--- config.mk ---
export PLATFORM = sky130hd
export DESIGN_NAME = modular_exponentiation
export DESIGN_NICKNAME = d
export VERILOG_FILES = /design/src/mexp_pkg.sv /design/src/mexp_mulmod.sv /design/src/mexp_seq.sv /design/src/modular_exponentiation.sv
export SDC_FILE = /design/constraint.sdc
export NUM_CORES = 1
export LEC_CHECK = 0
export ABC_AREA = 1
export BUFFER_PORTS_ARGS = -buffer_cell sky130_fd_sc_hd__buf_2
export CAP_MARGIN = 30
export CORE_MARGIN = 2
export CORE_UTILIZATION = 40
export CTS_CLUSTER_DIAMETER = 200
export DETAILED_ROUTE_END_ITERATION = 10
export MAX_ROUTING_LAYER = met4
export PLACE_DENSITY = 0.55
export SYNTH_ARGS = -nofsm -noshare
export SYNTH_HDL_FRONTEND = slang
export SYNTH_SLANG_ARGS = --single-unit
--- constraint.sdc ---
create_clock -name clk -period 5.4 [get_ports clk]
set_input_delay 0.54 -clock clk [delete_from_list [all_inputs] [get_ports clk]]
set_output_delay 0.54 -clock clk [all_outputs]
set_load 0.05 [all_outputs]
--- src/mexp_pkg.sv ---
// Package for the modular exponentiation block: widths, reset value, state codes
// and the request/response structs between the sequencer and the multiplier.
// No dependencies.
`default_nettype none
package mexp_pkg;

  localparam int MOD_W    = 32;
  localparam int BASE_W   = 63;
  localparam int EXP_W    = 63;
  localparam int EXP_BITS = 63;
  localparam int SER_W    = 64;
  localparam int CNT_W    = 7;
  localparam int IN_TDATA_W  = 128;
  localparam int OUT_TDATA_W = 32;

  localparam logic [MOD_W-1:0] MOD_RESET = 32'd1000000007;

  typedef enum logic [4:0] {
    S_IDLE   = 5'b00001,
    S_REDUCE = 5'b00010,
    S_MUL    = 5'b00100,
    S_SQR    = 5'b01000,
    S_DONE   = 5'b10000
  } mexp_state_t;

  typedef struct packed {
    logic             start;
    logic [MOD_W-1:0] mult;
    logic [SER_W-1:0] ser;
    logic [CNT_W-1:0] nbits;
  } mexp_req_t;

  typedef struct packed {
    logic             done;
    logic [MOD_W-1:0] res;
  } mexp_rsp_t;

endpackage
`default_nettype wire

--- src/mexp_mulmod.sv ---
// Shared bit-serial modular multiplier: one serial operand bit per cycle, MSB first.
// Depends on mexp_pkg.
`default_nettype none
module mexp_mulmod
  import mexp_pkg::*;
(
  input  wire logic             clk,
  input  wire logic             rst_n,
  input  wire logic [MOD_W-1:0] m_i,
  input  wire mexp_req_t        req_i,
  output mexp_rsp_t             rsp_o
);

  logic             busy_r, busy_nxt;
  logic             done_r, done_nxt;
  logic [CNT_W-1:0] cnt_r, cnt_nxt;
  logic [MOD_W-1:0] r_r, r_nxt;
  logic [MOD_W-1:0] a_r, a_nxt;
  logic [SER_W-1:0] ser_r, ser_nxt;

  logic [MOD_W+1:0] t;
  logic [MOD_W+2:0] d1, d2;
  logic [MOD_W-1:0] r_step;

  always_comb begin
    t  = {1'b0, r_r, 1'b0} + (ser_r[SER_W-1] ? {2'b00, a_r} : '0);
    d1 = {1'b0, t} - {3'b000, m_i};
    d2 = {1'b0, t} - {2'b00, m_i, 1'b0};
    if (!d2[MOD_W+2]) begin
      r_step = d2[MOD_W-1:0];
    end else if (!d1[MOD_W+2]) begin
      r_step = d1[MOD_W-1:0];
    end else begin
      r_step = t[MOD_W-1:0];
    end
  end

  always_comb begin
    busy_nxt = busy_r;
    done_nxt = 1'b0;
    cnt_nxt  = cnt_r;
    r_nxt    = r_r;
    a_nxt    = a_r;
    ser_nxt  = ser_r;
    if (req_i.start) begin
      busy_nxt = 1'b1;
      cnt_nxt  = req_i.nbits;
      r_nxt    = '0;
      a_nxt    = req_i.mult;
      ser_nxt  = req_i.ser;
    end else if (busy_r) begin
      r_nxt   = r_step;
      ser_nxt = {ser_r[SER_W-2:0], 1'b0};
      cnt_nxt = cnt_r - CNT_W'(1);
      if (cnt_r == CNT_W'(1)) begin
        busy_nxt = 1'b0;
        done_nxt = 1'b1;
      end
    end
  end

  always_ff @(posedge clk) begin
    if (!rst_n) begin
      busy_r <= 1'b0;
      done_r <= 1'b0;
    end else begin
      busy_r <= busy_nxt;
      done_r <= done_nxt;
    end
  end

  always_ff @(posedge clk) begin
    cnt_r <= cnt_nxt;
    r_r   <= r_nxt;
    a_r   <= a_nxt;
    ser_r <= ser_nxt;
  end

  assign rsp_o.done = done_r;
  assign rsp_o.res  = r_r;

`ifndef NO_ASSERTIONS
  assert property (@(posedge clk) disable iff (!rst_n) req_i.start |=> busy_r)
    else $error("multiplier did not start on request");
  assert property (@(posedge clk) disable iff (!rst_n) done_r |-> (r_r < m_i))
    else $error("multiplier result not reduced");
`endif

endmodule
`default_nettype wire

--- src/mexp_seq.sv ---
// Square-and-multiply sequencer: reduces the base, then walks the exponent from bit 0.
// Issues every product to mexp_mulmod. Depends on mexp_pkg.
`default_nettype none
module mexp_seq
  import mexp_pkg::*;
(
  input  wire logic              clk,
  input  wire logic              rst_n,
  input  wire logic              start_i,
  input  wire logic [BASE_W-1:0] base_i,
  input  wire logic [EXP_W-1:0]  exp_i,
  input  wire logic [MOD_W-1:0]  m_i,
  input  wire logic              ready_i,
  output logic                   idle_o,
  output logic                   done_o,
  output logic [MOD_W-1:0]       result_o,
  output mexp_req_t              req_o,
  input  wire mexp_rsp_t         rsp_i
);

  mexp_state_t         state_r, state_nxt;
  mexp_req_t           req_r, req_nxt;
  logic [MOD_W-1:0]    acc_r, acc_nxt;
  logic [MOD_W-1:0]    sq_r, sq_nxt;
  logic [EXP_BITS-1:0] exp_r, exp_nxt;

  function automatic mexp_req_t issue(input logic [MOD_W-1:0] x, input logic [MOD_W-1:0] y);
    mexp_req_t q;
    q.start = 1'b1;
    q.mult  = x;
    q.ser   = {y, {(SER_W-MOD_W){1'b0}}};
    q.nbits = CNT_W'(MOD_W);
    return q;
  endfunction

  always_comb begin
    state_nxt = state_r;
    req_nxt   = req_r;
    req_nxt.start = 1'b0;
    acc_nxt   = acc_r;
    sq_nxt    = sq_r;
    exp_nxt   = exp_r;
    done_o    = 1'b0;
    case (state_r)
      S_IDLE: begin
        if (start_i) begin
          exp_nxt = exp_i[EXP_BITS-1:0];
          if (m_i == '0) begin
            acc_nxt   = '0;
            state_nxt = S_DONE;
          end else begin
            acc_nxt       = (m_i == MOD_W'(1)) ? '0 : MOD_W'(1);
            req_nxt.start = 1'b1;
            req_nxt.mult  = MOD_W'(1);
            req_nxt.ser   = {base_i, {(SER_W-BASE_W){1'b0}}};
            req_nxt.nbits = CNT_W'(BASE_W);
            state_nxt     = S_REDUCE;
          end
        end
      end
      S_REDUCE: begin
        if (rsp_i.done) begin
          sq_nxt = rsp_i.res;
          if (exp_r == '0) begin
            state_nxt = S_DONE;
          end else if (exp_r[0]) begin
            req_nxt   = issue(acc_r, rsp_i.res);
            state_nxt = S_MUL;
          end else begin
            req_nxt   = issue(rsp_i.res, rsp_i.res);
            state_nxt = S_SQR;
          end
        end
      end
      S_MUL: begin
        if (rsp_i.done) begin
          acc_nxt = rsp_i.res;
          if ((exp_r >> 1) == '0) begin
            state_nxt = S_DONE;
          end else begin
            req_nxt   = issue(sq_r, sq_r);
            state_nxt = S_SQR;
          end
        end
      end
      S_SQR: begin
        if (rsp_i.done) begin
          sq_nxt  = rsp_i.res;
          exp_nxt = exp_r >> 1;
          if (exp_nxt[0]) begin
            req_nxt   = issue(acc_r, rsp_i.res);
            state_nxt = S_MUL;
          end else begin
            req_nxt   = issue(rsp_i.res, rsp_i.res);
            state_nxt = S_SQR;
          end
        end
      end
      S_DONE: begin
        if (ready_i) begin
          done_o    = 1'b1;
          state_nxt = S_IDLE;
        end
      end
      default: begin
        state_nxt = S_IDLE;
      end
    endcase
  end

  always_ff @(posedge clk) begin
    if (!rst_n) begin
      state_r   <= S_IDLE;
      req_r     <= '0;
    end else begin
      state_r   <= state_nxt;
      req_r     <= req_nxt;
    end
  end

  always_ff @(posedge clk) begin
    acc_r <= acc_nxt;
    sq_r  <= sq_nxt;
    exp_r <= exp_nxt;
  end

  assign idle_o   = (state_r == S_IDLE);
  assign result_o = acc_r;
  assign req_o    = req_r;

`ifndef NO_ASSERTIONS
  assert property (@(posedge clk) disable iff (!rst_n)
      rsp_i.done |-> (state_r == S_REDUCE || state_r == S_MUL || state_r == S_SQR))
    else $error("multiplier result arrived with no product pending");
  assert property (@(posedge clk) disable iff (!rst_n)
      (state_r == S_SQR && m_i != '0) |-> (acc_r < m_i))
    else $error("running product not reduced");
`endif

endmodule
`default_nettype wire

--- src/modular_exponentiation.sv ---
// Top level: base^exponent mod modulus, modulus register, output register.
// Depends on mexp_pkg, mexp_mulmod and mexp_seq.
//
//   channel  direction  handshake            payload
//   in_      request    in_tvalid/in_tready  base, exponent
//   out_     result     out_tvalid/out_tready power_mod
//   cfg_     write      cfg_wr_en            modulus
//
// Every modular product runs through one bit-serial multiplier.
// An item takes the base reduction plus one product per set exponent bit and
// one square per bit below the top set bit, then enters the output register;
// for exponent 0 only the base reduction runs.
// Synchronous active-low reset; modulus resets to 1000000007.
// in_tready is high only while idle; a finished result waits in the output register.
`default_nettype none
module modular_exponentiation
  import mexp_pkg::*;
(
  input  wire logic                   clk,
  input  wire logic                   rst_n,
  input  wire logic                   in_tvalid,
  output logic                        in_tready,
  input  wire logic [IN_TDATA_W-1:0]  in_tdata,   // base[62:0], exponent[125:63], zero pad
  output logic                        out_tvalid,
  input  wire logic                   out_tready,
  output logic [OUT_TDATA_W-1:0]      out_tdata,  // power_mod[31:0]
  input  wire logic                   cfg_wr_en,
  input  wire logic [MOD_W-1:0]       cfg_wr_data
);

  logic [MOD_W-1:0] mod_r;
  logic             out_valid_r, out_valid_nxt;
  logic [MOD_W-1:0] out_data_r, out_data_nxt;

  logic             seq_ready;
  logic             seq_idle;
  logic             seq_done;
  logic [MOD_W-1:0] seq_result;
  mexp_req_t        mm_req;
  mexp_rsp_t        mm_rsp;

  assign in_tready = seq_idle;
  assign seq_ready = !out_valid_r || out_tready;

  mexp_seq u_seq (
    .clk      (clk),
    .rst_n    (rst_n),
    .start_i  (in_tvalid && in_tready),
    .base_i   (in_tdata[BASE_W-1:0]),
    .exp_i    (in_tdata[BASE_W+EXP_W-1:BASE_W]),
    .m_i      (mod_r),
    .ready_i  (seq_ready),
    .idle_o   (seq_idle),
    .done_o   (seq_done),
    .result_o (seq_result),
    .req_o    (mm_req),
    .rsp_i    (mm_rsp)
  );

  mexp_mulmod u_mulmod (
    .clk   (clk),
    .rst_n (rst_n),
    .m_i   (mod_r),
    .req_i (mm_req),
    .rsp_o (mm_rsp)
  );

  always_comb begin
    out_valid_nxt = out_valid_r;
    out_data_nxt  = out_data_r;
    if (out_valid_r && out_tready) begin
      out_valid_nxt = 1'b0;
    end
    if (seq_done) begin
      out_valid_nxt = 1'b1;
      out_data_nxt  = seq_result;
    end
  end

  always_ff @(posedge clk) begin
    if (!rst_n) begin
      mod_r       <= MOD_RESET;
      out_valid_r <= 1'b0;
    end else begin
      if (cfg_wr_en) begin
        mod_r <= cfg_wr_data;
      end
      out_valid_r <= out_valid_nxt;
    end
  end

  always_ff @(posedge clk) begin
    out_data_r <= out_data_nxt;
  end

  assign out_tvalid = out_valid_r;
  assign out_tdata  = out_data_r;

`ifndef NO_ASSERTIONS
  assert property (@(posedge clk) disable iff (!rst_n) (in_tvalid && in_tready) |=> !in_tready)
    else $error("second request taken while one is in progress");
`endif

endmodule
`default_nettype wire
After elaboration in Yosys (flattened, before gate mapping). Cells that the tools add are included.

Register bits after elaboration: 438. Output and inout bits: 34. Word-level logic and storage cells: 101.

Add/sub/neg operators: 4. Equal/unequal tests: 15. Muxes and demuxes: 44. Bitwise gates (word level): 2. Reductions and logical operators: 19.

Operator list (number): 2-to-1 mux 104 bit (7); one-hot mux 104 bit (4 select lines) (1); 2-to-1 mux 103 bit (2); 2-to-1 mux 32 bit (6); 2-to-1 mux 64 bit (2); logical NOT 63 bit (2); 2-to-1 mux 63 bit (2); one-hot mux 63 bit (2 select lines) (1); one-hot mux 32 bit (2 select lines) (1); 2-to-1 mux 5 bit (8); subtractor 34 x 32 -> 35 bit (1); subtractor 34 x 33 -> 35 bit (1); adder 33 x 34 -> 34 bit (1); equality test 32 x 1 -> 1 bit (second input constant) (1); logical NOT 32 bit (1); one-hot mux 5 bit (5 select lines) (1); 2-to-1 mux 7 bit (2); 2-to-1 mux 1 bit (9); 2-to-1 mux 4 bit (2); != test 2 x 1 -> 1 bit (second input constant) (4); != test 2 bit (second input constant) (4); AND reduction 8 bit (1); nonzero test 2 bit (4); equality test 7 x 1 -> 1 bit (second input constant) (1); other kinds (16) (19).

Depth between registers and ports, before layout. Gate-level depths: netlist of the first run.

Depth in word-level cells: 5. Gate-level depth with buffers: 36.

Modules after synthesis. A second synthesis of the first run with hierarchy kept.

Cells, all modules: 3574. Area total of the unflattened synthesis: 26113.8 sq um.

Modules (own cells, without submodules): mexp_mulmod (instances 1, cells each 1852, area an instance 12460.7 sq um, sequential area each 3773.6 sq um); mexp_seq (instances 1, cells each 1544, area an instance 11556.1 sq um, sequential area each 5875.6 sq um); modular_exponentiation (instances 1, cells each 178, area an instance 2097.0 sq um, sequential area each 1621.6 sq um).

Worst setup path after synthesis of the first run. OpenSTA, ideal clock, no wires.

Kind: register -> register. From: register u_seq.state_r[1]. To: register u_seq.exp_r[0] (enable). Arrival time: 4.544 ns. Path slack: 0.352 ns. Cell stages (with the launch flop): 9. Clock period less this slack: 5.048 ns. Cell sequence: dfxtp_1 -> nor2_2 -> nand2_1 -> nor3_4 -> inv_2 -> clkbuf_1 -> clkbuf_1 -> clkbuf_1 -> a21oi_1.

Word-level cells in the longest chain between the ends: 4.

Ends and longest elaborated chain: start, declared (RTL line mexp_seq.sv:21) `mexp_state_t state_r, state_nxt;`; start signal, assigned (RTL line mexp_seq.sv:116) `state_r <= state_nxt;`; equality test 5 x 1 -> 1 bit (RTL line mexp_seq.sv:44, mexp_seq.sv:127); logical AND 1 bit (RTL line modular_exponentiation.sv:48) `.start_i (in_tvalid && in_tready),`; != test 2 x 1 -> 1 bit (no source line); AND reduction 3 bit (no source line) (*); end signal, assigned (RTL line mexp_seq.sv:124) `exp_r <= exp_nxt;`; end, declared (RTL line mexp_seq.sv:25) `logic [EXP_BITS-1:0] exp_r, exp_nxt;`.

Mark *: on every way between the ends. The rest lies on a longest branch, timed or not. A chain may end at the register's enable or synchronous reset.

Worst setup path in the final report of the first run.
From: register u_mulmod.ser_r[63]. To: register u_mulmod.r_r[20].

Word-level cells in the longest chain between the ends: 5.

Ends and longest elaborated chain: start, declared (RTL line mexp_mulmod.sv:19) `logic [SER_W-1:0] ser_r, ser_nxt;`; start signal, assigned (RTL line mexp_mulmod.sv:76) `ser_r <= ser_nxt;`; 2-to-1 mux 32 bit (*) (RTL line mexp_mulmod.sv:26) `t = {1'b0, r_r, 1'b0} + (ser_r[SER_W-1] ? {2'b00, a_r} : '0);`; adder 33 x 34 -> 34 bit (*) (RTL line mexp_mulmod.sv:26); subtractor 34 x 32 -> 35 bit (RTL line mexp_mulmod.sv:27) `d1 = {1'b0, t} - {3'b000, m_i};`; 2-to-1 mux 32 bit (RTL line mexp_mulmod.sv:31) `end else if (!d1[MOD_W+2]) begin`; 2-to-1 mux 32 bit (*) (RTL line mexp_mulmod.sv:29) `if (!d2[MOD_W+2]) begin`; end signal, assigned (RTL line mexp_mulmod.sv:74) `r_r <= r_nxt;`; end, declared (RTL line mexp_mulmod.sv:17) `logic [MOD_W-1:0] r_r, r_nxt;`.

Marked as above.

==> out/metrics.cfg, run 1 <==
[cts]
cts_root_buf=clkbuf_16
clock_latency_ns=0.61
cts_hold_buf=0
path_clk_slew_ns=0.07
cts_buffers=48
clk_path_buf_depth=3
cts_tree=done
htreeDepth=2
cts_resized=0
cts.sinks=431
cts_post_setup_buffers_inserted=0

[routing]
dr.pass1.iters=6
via_per_inst=5.29
wl_per_cell_um=19.3
first_iter_violations=1849
route.vias.total=22200
drc=0
ant_nets=0
finalWirelength_um=81300

[critical_path]
critPathKind=reg -> reg
path_delay_family=simple AND/OR/NAND/NOR gates
cp_max_fo=31
cp-end-kind=register
cpPeakStageDelay_ns=0.42
critPathArrivalTime_ns=5.41
crit_path_frequent_cell=nand2_1
cpMaxStageDelayCell=edfxtp_1
worstPathRequired_ns=5.87
crit_buf_inv=5
start_kind=register

[synth]
ys_ff_latch=431
yosysSeqAreaShare_pct=45.7
synthAdderAreaFrac_pct=5.17
synth_cell_type_count=50
synth_fp_nets=3476
syn-instance-count=3211
synth_top_family_by_area=simple AND/OR/NAND/NOR gates
synth_ff_type=edfxtp_1
synth_simple_gate_area_share_pct=25.7
synthArstFlopShare_pct=0
yosys_warnings=0
avgSynthCellArea_um2=7.67
synth_compound_area_share_pct=13.3
synth_xor_area_share_pct=2.49
syn_area_mm2=0.0246
synth_edf_count=261
muxShareOfSynthArea_pct=0

[place]
dp.cells=4109
place_ws_ns=0.561
io_buffers=196
dp_hpwl_um=60400
place_congestion=0.977

[power]
intPower_mw=8.51
total_power_mw=15.3
power_leakage_nw=12.8
vdd_drop_max_mv=0.264
power_switching_mw=6.79
clockPowerShare_pct=23.2
p_seq_share_pct=28.3
power_density_mw_per_mm2=542
switching_share_pct=44.3
combPwrFrac_pct=48.4

[die]
num_io_pins=199
std_cell_rows=90
start_util_pct=40.6
die_w_um=252
die_y_um=252
core_area_mm2=0.0606
dieArea_mm2=0.0635

[timing]
rsz0062_at_grt=false
min_period_over_period_pct=91.5
max_freq_mhz=202
worst_pin_slew_ns=0.987
hold_viol=0
skew_ns=0.0288
slew_viol_final=0
tns_ns=0
final.min_clock_period_ns=4.94
setup_viol=0
fin_ws_ns=0.457
whs_ns=0.159
relSlewSlack_pct=34.1

[global_routing]
antenna_found_initial=1
grt_use_met1_pct=35.9
grt_pass1_vias=21200
grt_pass1_wl_um=123000
grt_max_degree=104
busiest_layer=met2
grt_overflow=0
met2_usage_pct=39.6
use_met3_pct=3.72
grt.total_usage_pct=25.8

[worst_hold_path]
hold_class=in -> reg

[outcome]
status=completed

[layout]
finalNonFillerCells=4200
nNetsFinal=3642
drive_gt1_share_pct=10.5
syn_to_final_growth_pct=14.6

[flow_run]
max_cap_viol_count=0

[flip-flops by register name, indices dropped and copies added (netlist names), 5 cells and up]
signal and flops:
mod_r 32, out_tdata 32, u_mulmod.a_r 32, u_mulmod.cnt_r 7
u_mulmod.r_r 32, u_mulmod.ser_r 63, u_seq.exp_r 63, u_seq.req_o 98
u_seq.result_o 32, u_seq.sq_r 32, u_seq.state_r 5
[power groups by stage]
stage	combinational [mW]	clock, mW	sequential [mW]
final	7.41	3.55	4.34
after global routing	8.21	3.75	4.38
after CTS	7.31	3.62	4.33
after detailed placement	7.26	0	4.40
after global placement	7.27	0	4.38
after floorplan	5.06	0	4.27
[worst paths after layout]
check | start | endpoint | slack (ns) | depth (start not counted)
setup / recovery | u_mulmod.ser_r[63]$_DFFE_PP_ | u_mulmod.r_r[20]$_SDFFE_PP0P_ | 0.46 | 29
hold / removal | cfg_wr_data[23] | mod_r[23]$_SDFFE_PN1P_ | 0.16 | 3
setup reg to reg | u_mulmod.ser_r[63]$_DFFE_PP_ | u_mulmod.r_r[20]$_SDFFE_PP0P_ | 0.46 | 29
hold reg to reg | u_seq.req_o[88]$_SDFFE_PN0P_ | u_mulmod.a_r[17]$_DFFE_PP_ | 0.42 | 0
[cell usage in the layout (no fill, tap or decap), drive strengths merged, types with 8 or more instances in the layout]
cell type / synthesis / routed
nor2: 248 / 248
xor2: 38 / 38
clkbuf: 89 / 62
a21o: 8 / 8
clkinv: 2 / 21
nand2: 1018 / 1018
xnor2: 32 / 32
o211ai: 19 / 19
a21boi: 8 / 8
o21bai: 26 / 26
nor4: 9 / 9
bufinv: 0 / 8
inv: 347 / 346
nand4: 30 / 30
nor3: 27 / 27
a31oi: 27 / 27
buf: 39 / 244
nand3: 173 / 173
o21ai: 188 / 188
ha: 97 / 97
edfxtp: 261 / 261
a21oi: 299 / 299
nand3b: 18 / 18
dfxtp: 170 / 170
[worst reg2reg max path: cells and delay by family (launching register included)]
kind	cells	cell delay, ns
AO/OA/AOI/OAI	2	0.20
AND/OR/NAND/NOR	19	2.49
flip-flops	1	0.42
adder cells (fa/ha/maj)	2	0.75
buffers and inverters	5	0.77
XOR/XNOR	1	0.19
[stage by stage]
| stage | area (µm²) | utilization, % |
|---|---|---|
| 2_1_floorplan | 24600 | - |
| 4_1_cts | 28200 | 46.6 |
| 5_1_grt | 28200 | 46.6 |
| 3_3_place_gp | 26400 | 43.6 |
| 6_report | 28200 | 46.6 |
| 3_5_place_dp | 26500 | 43.7 |
[cell families after synthesis]
logic type,after synthesis
AND/OR/NAND/NOR,1534
AO/OA/AOI/OAI,599
buffers and inverters,477
flip-flops,431
adder cells (fa/ha/maj),100
XOR/XNOR,70
[per-layer routing]
layer / vias up / share of wire [%]
met5: - / 0
met1: 10500 / 47
met2: 670 / 45
li1: 11000 / -
met4: 0 / 2.5
met3: 109 / 5.8
[Yosys cell counts (27+ instances only)]
master / count / share of area, %
o21ai_0: 188 / 3.8
xnor2_1: 32 / 1.1
edfxtp_1: 261 / 32
ha_1: 97 / 4.9
inv_1: 341 / 5.2
nor2_1: 242 / 3.7
a31oi_1: 27 / 0.69
nand2_1: 1013 / 15
dfxtp_1: 170 / 14
nand4_1: 28 / 0.71
xor2_1: 38 / 1.4
a21oi_1: 298 / 6.1
clkbuf_1: 89 / 1.4
nand3_1: 170 / 3.5
[final cells by class]
class | count | area (µm²)
diodes | 2 | 5.00
clock inverters | 27 | 369
clock buffers | 62 | 1340
fillers | 6089 | 32400
well taps | 782 | 978
multi-input cells | 2303 | 11500
repair buffers | 244 | 1440
flip-flops and latches | 431 | 11200
inverters | 349 | 1320
Note: power is estimated with default switching activity, not from simulation.
==> run 2: changes to the inputs <==
- BUFFER_PORTS_ARGS: -buffer_cell sky130_fd_sc_hd__buf_2 -> not set
- DONT_BUFFER_PORTS: not set -> 1
- PLACE_DENSITY: 0.55 -> 0.52
- SLEW_MARGIN: not set -> 10
==> run 2 against run 1 <==
Total power down 2.0%. Non-clock buffer count decreased by 199. Clock-buffer cell count increased by 10. First-iteration DRC count down 15%. Register-to-register slack improved by 0.09 ns. Largest cell class unchanged. Critical path type unchanged. Routed wire length down 0.89%.
==> out/metrics.cfg, run 2 (synthesis gave the netlist of run 1 again) <==
[power]
clockPowerShare_pct=22.6
power_density_mw_per_mm2=552
switching_share_pct=44.6
power_switching_mw=6.69
intPower_mw=8.30
power_leakage_nw=12.0
p_seq_share_pct=28.9
combPwrFrac_pct=48.5
total_power_mw=15.0
vdd_drop_max_mv=0.261

[routing]
dr.pass1.iters=6
route.vias.total=21600
ant_nets=0
via_per_inst=5.39
drc=0
finalWirelength_um=80500
first_iter_violations=1577
wl_per_cell_um=20.1

[cts]
clock_latency_ns=0.60
cts_root_buf=clkbuf_16
cts_tree=done
cts_buffers=49
clk_path_buf_depth=3
cts.sinks=431
cts_post_setup_buffers_inserted=0
htreeDepth=2
path_clk_slew_ns=0.06

[place]
place_area_mm2=0.0255
place_congestion=0.933
dp_hpwl_um=60100
io_buffers=0

[worst_hold_path]
hold_start=cfg_wr_en
holdPathStages=1
hold_end=mod_r[28]$_SDFFE_PN1P_
hold_class=in -> reg

[critical_path]
cpMaxStageDelayCell=edfxtp_1
r2r_start=u_mulmod.ser_r[63]$_DFFE_PP_
crit_path_frequent_cell=nand2_1
critPathArrivalTime_ns=5.34
start_kind=register
cp_max_fo=36
cp-end-kind=register
critPathKind=reg -> reg
ff2ff_setup_slack_ns=0.54
r2r-end=u_mulmod.r_r[3]$_SDFFE_PP0P_
cpPeakStageDelay_ns=0.42
worstPathRequired_ns=5.89
reg2regPathDepth=29

[timing]
min_period_over_period_pct=89.9
rsz0062_at_grt=false
setup_viol=0
final.min_clock_period_ns=4.86
slew_viol_final=0
relSlewSlack_pct=30.1
tns_ns=0
skew_ns=0.0254
worst_pin_slew_ns=1.04
hold_viol=0
whs_ns=0.0553
max_freq_mhz=206

[layout]
largest_reg_flops=98
syn_to_final_growth_pct=10.3
post-route-util_pct=44.8
layout_common_cells=1012 x nand2_1, 339 x inv_1, 297 x a21oi_1, 261 x edfxtp_1, 238 x nor2_1
diodes=0
nNetsFinal=3444
drive_gt1_share_pct=4.85
design_area_mm2=0.0272
layout_commonest_cell=nand2_1

[die]
core_area_mm2=0.0606
start_util_pct=40.6
std_cell_rows=90
dieArea_mm2=0.0635
die_y_um=252
die_w_um=252
num_io_pins=199

[global_routing]
grt_overflow=0
grt.total_usage_pct=25.7
grt_pass1_vias=20800
grt_max_degree=104
antenna_found_initial=1
grt_pass1_wl_um=122000

[outcome]
status=completed

[flow_run]
max_cap_viol_count=0

run 2: worst max-delay path, delay by kind of cell, from the launching register on:
| kind | cells | cell delay (ns) |
|---|---|---|
| DFF | 1 | 0.42 |
| and+or+nand+nor | 20 | 2.56 |
| buffers and inverters | 6 | 0.82 |
| xor gates and xnor gates | 1 | 0.19 |
| adders and majority gates | 2 | 0.72 |
run 2: per-layer routing:
layer | part of all wire, % | global-route usage (%) | up-vias
met5 | 0 | - | -
met4 | 2.2 | 6.19 | 0
li1 | - | - | 10600
met1 | 46 | 35.4 | 10200
met2 | 46 | 40.4 | 694
met3 | 5.8 | 3.28 | 104
run 2: worst max-delay path by stage:
stage,startpoint,slack [ns],endpoint,depth (start not counted)
after floorplan,u_seq.state_r[1]$_SDFFE_PN0P_,0.35,u_seq.exp_r[0]$_DFFE_PP_,8
after global placement,u_mulmod.ser_r[63]$_DFFE_PP_,0.52,u_mulmod.r_r[17]$_SDFFE_PP0P_,29
after detailed placement,u_mulmod.r_r[0]$_SDFFE_PP0P_,0.49,u_mulmod.r_r[20]$_SDFFE_PP0P_,26
after CTS,u_mulmod.r_r[0]$_SDFFE_PP0P_,0.46,u_mulmod.r_r[17]$_SDFFE_PP0P_,26
after global routing,u_mulmod.ser_r[63]$_DFFE_PP_,0.03,u_mulmod.r_r[17]$_SDFFE_PP0P_,29
final,u_mulmod.ser_r[63]$_DFFE_PP_,0.54,u_mulmod.r_r[3]$_SDFFE_PP0P_,29
run 2: what timing repair did:
item                                    CTS  global route
hold endpoints to repair                  2             0
endpoints found under the setup margin    0             2
gates resized for setup                   0             1
hold buffers                              1             0
run 2: power by group through the flow:
stage	combinational (mW)	sequential, mW	clock, mW
5_1_grt	8.13	4.38	3.58
6_report	7.27	4.34	3.38
3_5_place_dp	7.17	4.40	0
4_1_cts	7.21	4.34	3.47
2_1_floorplan	5.06	4.27	0
3_3_place_gp	7.17	4.39	0
run 2: cell type report:
type | instances | area, µm²
tap | 782 | 978
sequential | 431 | 11200
timing repair buffer | 45 | 483
clock buffer | 72 | 1410
clock inverter | 19 | 201
fill | 6194 | 33400
multi-input combinational | 2303 | 11500
inverter | 349 | 1320
run 2: stage by stage:
step,setup WS (ns),std cells
floorplan,0.352,3211
global placement,0.522,3904
detailed placement,0.488,3907
CTS,0.456,3999
global route,0.0259,4001
finish,0.544,4001
==> run 3: changes to the inputs <==
- CORE_UTILIZATION: 40 -> 30
- PLACE_DENSITY: 0.52 -> 0.41
==> run 3 against run 2 <==
Clock power up 7.4%. Global-route usage down 5.2 points. Non-clock buffer count up 16. Clock-buffer cell count up 9. Via count down 1.7%. First-iteration DRC count down 15%. Routed wire length up 7.3%. Clock skew down 0.0053 ns. Setup slack worse by 0.0024 ns. Critical path type unchanged.
==> out/metrics.cfg, run 3 (synthesis gave the netlist of run 1 again) <==
[global_routing]
antenna_found_initial=5
grt_max_degree=104
grt.total_usage_pct=20.6
grt_pass1_wl_um=129000
grt_overflow=0
grt_pass1_vias=20800

[cts]
cts_root_buf=clkbuf_16
cts_tree=done
cts_buffers=52
clk_path_buf_depth=3
path_clk_slew_ns=0.06
cts.sinks=431
cts_post_setup_buffers_inserted=0
clock_latency_ns=0.63
htreeDepth=2

[routing]
drc=0
ant_nets=0
wl_per_cell_um=20.0
via_per_inst=4.91
route.vias.total=21200
first_iter_violations=1344
dr.pass1.iters=5
finalWirelength_um=86400

[layout]
drive_gt1_share_pct=5.49
largest_reg_flops=98
finalNonFillerCells=4314
design_area_mm2=0.0277
fillers=8782
syn_to_final_growth_pct=12.7
layout_commonest_cell=nand2_1
layout_common_cells=1013 x nand2_1, 339 x inv_1, 297 x a21oi_1, 261 x edfxtp_1, 238 x nor2_1
nNetsFinal=3463

[flow_run]
max_cap_viol_count=0

[critical_path]
cp_max_fo=31
critPathArrivalTime_ns=5.34
cpMaxStageDelayCell=dfxtp_1
critPathKind=reg -> reg
crit_path_frequent_cell=nand2_1
worstPathRequired_ns=5.88
cp-end-kind=register
start_kind=register
cpPeakStageDelay_ns=0.51

[timing]
slew_viol_final=0
tns_ns=0
worst_pin_slew_ns=0.959
setup_viol=0
max_freq_mhz=206
rsz0062_at_grt=false
final.min_clock_period_ns=4.86
hold_viol=0
relSlewSlack_pct=36.0
min_period_over_period_pct=90.0
skew_ns=0.0201

[power]
power_leakage_nw=12.1
power_density_mw_per_mm2=556
vdd_drop_max_mv=0.267
total_power_mw=15.4

[outcome]
status=completed

[die]
start_util_pct=30.1
die_y_um=290
num_io_pins=199
die_w_um=290
std_cell_rows=105
core_area_mm2=0.0817
dieArea_mm2=0.0844

[place]
place_congestion=0.918
dp.cells=4211
place_area_mm2=0.0259
io_buffers=0
dp_hpwl_um=64400

[worst_hold_path]
hold_class=in -> reg

run 3: cell types whose count changed in the layout (fill, tap and decap cells not counted), moves of 2 or more:
cell       change
diode_2        +3
clkbuf_16      +2
buf_16         -4
clkbuf_1       +5
buf_4         +17
nor3_2         +2
inv_4          +2
clkinv_2       -3
clkinv_1       -5
nor3_1         -2
clkbuf_8       +2
run 3: area by class of cell:
cell class	instances	area, µm²	share of cell area [%]
repair buffers	61	546	1.97
multi-input cells	2303	11500	41.6
flip-flops and latches	431	11200	40.5
clock inverters	16	258	0.929
clock buffers	81	1510	5.44
well taps	1070	1340	4.82
diodes	3	7.51	0.0271
inverters	349	1310	4.73
run 3: worst max-delay path: cells and delay by family (launching register included):
kind,cells,cell delay [ns]
DFF,1,0.51
AOI/OAI and AO/OA,3,0.33
and+or+nand+nor,22,2.42
buffers and inverters,3,0.35
adders and majority gates,3,1.07
run 3: through the flow:
step	worst slack, ns	utilization, %	hold slack, ns
global route	0.0711	34.0	0.0180
global placement	0.404	31.7	0.415
finish	0.542	34.0	0.0439
detailed placement	0.452	31.7	0.418
floorplan	0.352	-	0.403
CTS	0.407	33.9	0.00214
run 3: power by group:
group | switching [mW] | internal, mW | leakage (nW)
clock | 1.50 | 2.13 | 0.860
sequential | 0.275 | 4.01 | 3.87
combinational | 5.13 | 2.39 | 7.37
total | 6.90 | 8.53 | 12.1
run 3: repair_timing:
action                                 in CTS  in global routing
hold buffers                                2                  0
endpoints found under the hold margin       6                  0
resized for setup                           0                  3
setup endpoints to repair                   0                 11
run 3: final timing paths:
check | to | slack (ns) | startpoint | cells past startpoint
setup / recovery | u_mulmod.r_r[15]$_SDFFE_PP0P_ | 0.54 | u_mulmod.r_r[0]$_SDFFE_PP0P_ | 31
hold / removal | mod_r[24]$_SDFFE_PN1P_ | 0.04 | cfg_wr_en | 1
setup reg to reg | u_mulmod.r_r[15]$_SDFFE_PP0P_ | 0.54 | u_mulmod.r_r[0]$_SDFFE_PP0P_ | 31
hold reg to reg | u_mulmod.a_r[22]$_DFFE_PP_ | 0.42 | u_seq.req_o[93]$_SDFFE_PN0P_ | 0
run 3: routing by layer:
layer | wire length, µm | part of all wire (%) | global-route usage (%)
met5 | 0 | 0 | -
met3 | 3850 | 4.5 | 2.75
met1 | 41500 | 48 | 28.2
met4 | 2250 | 2.6 | 5.56
met2 | 38800 | 45 | 31.9
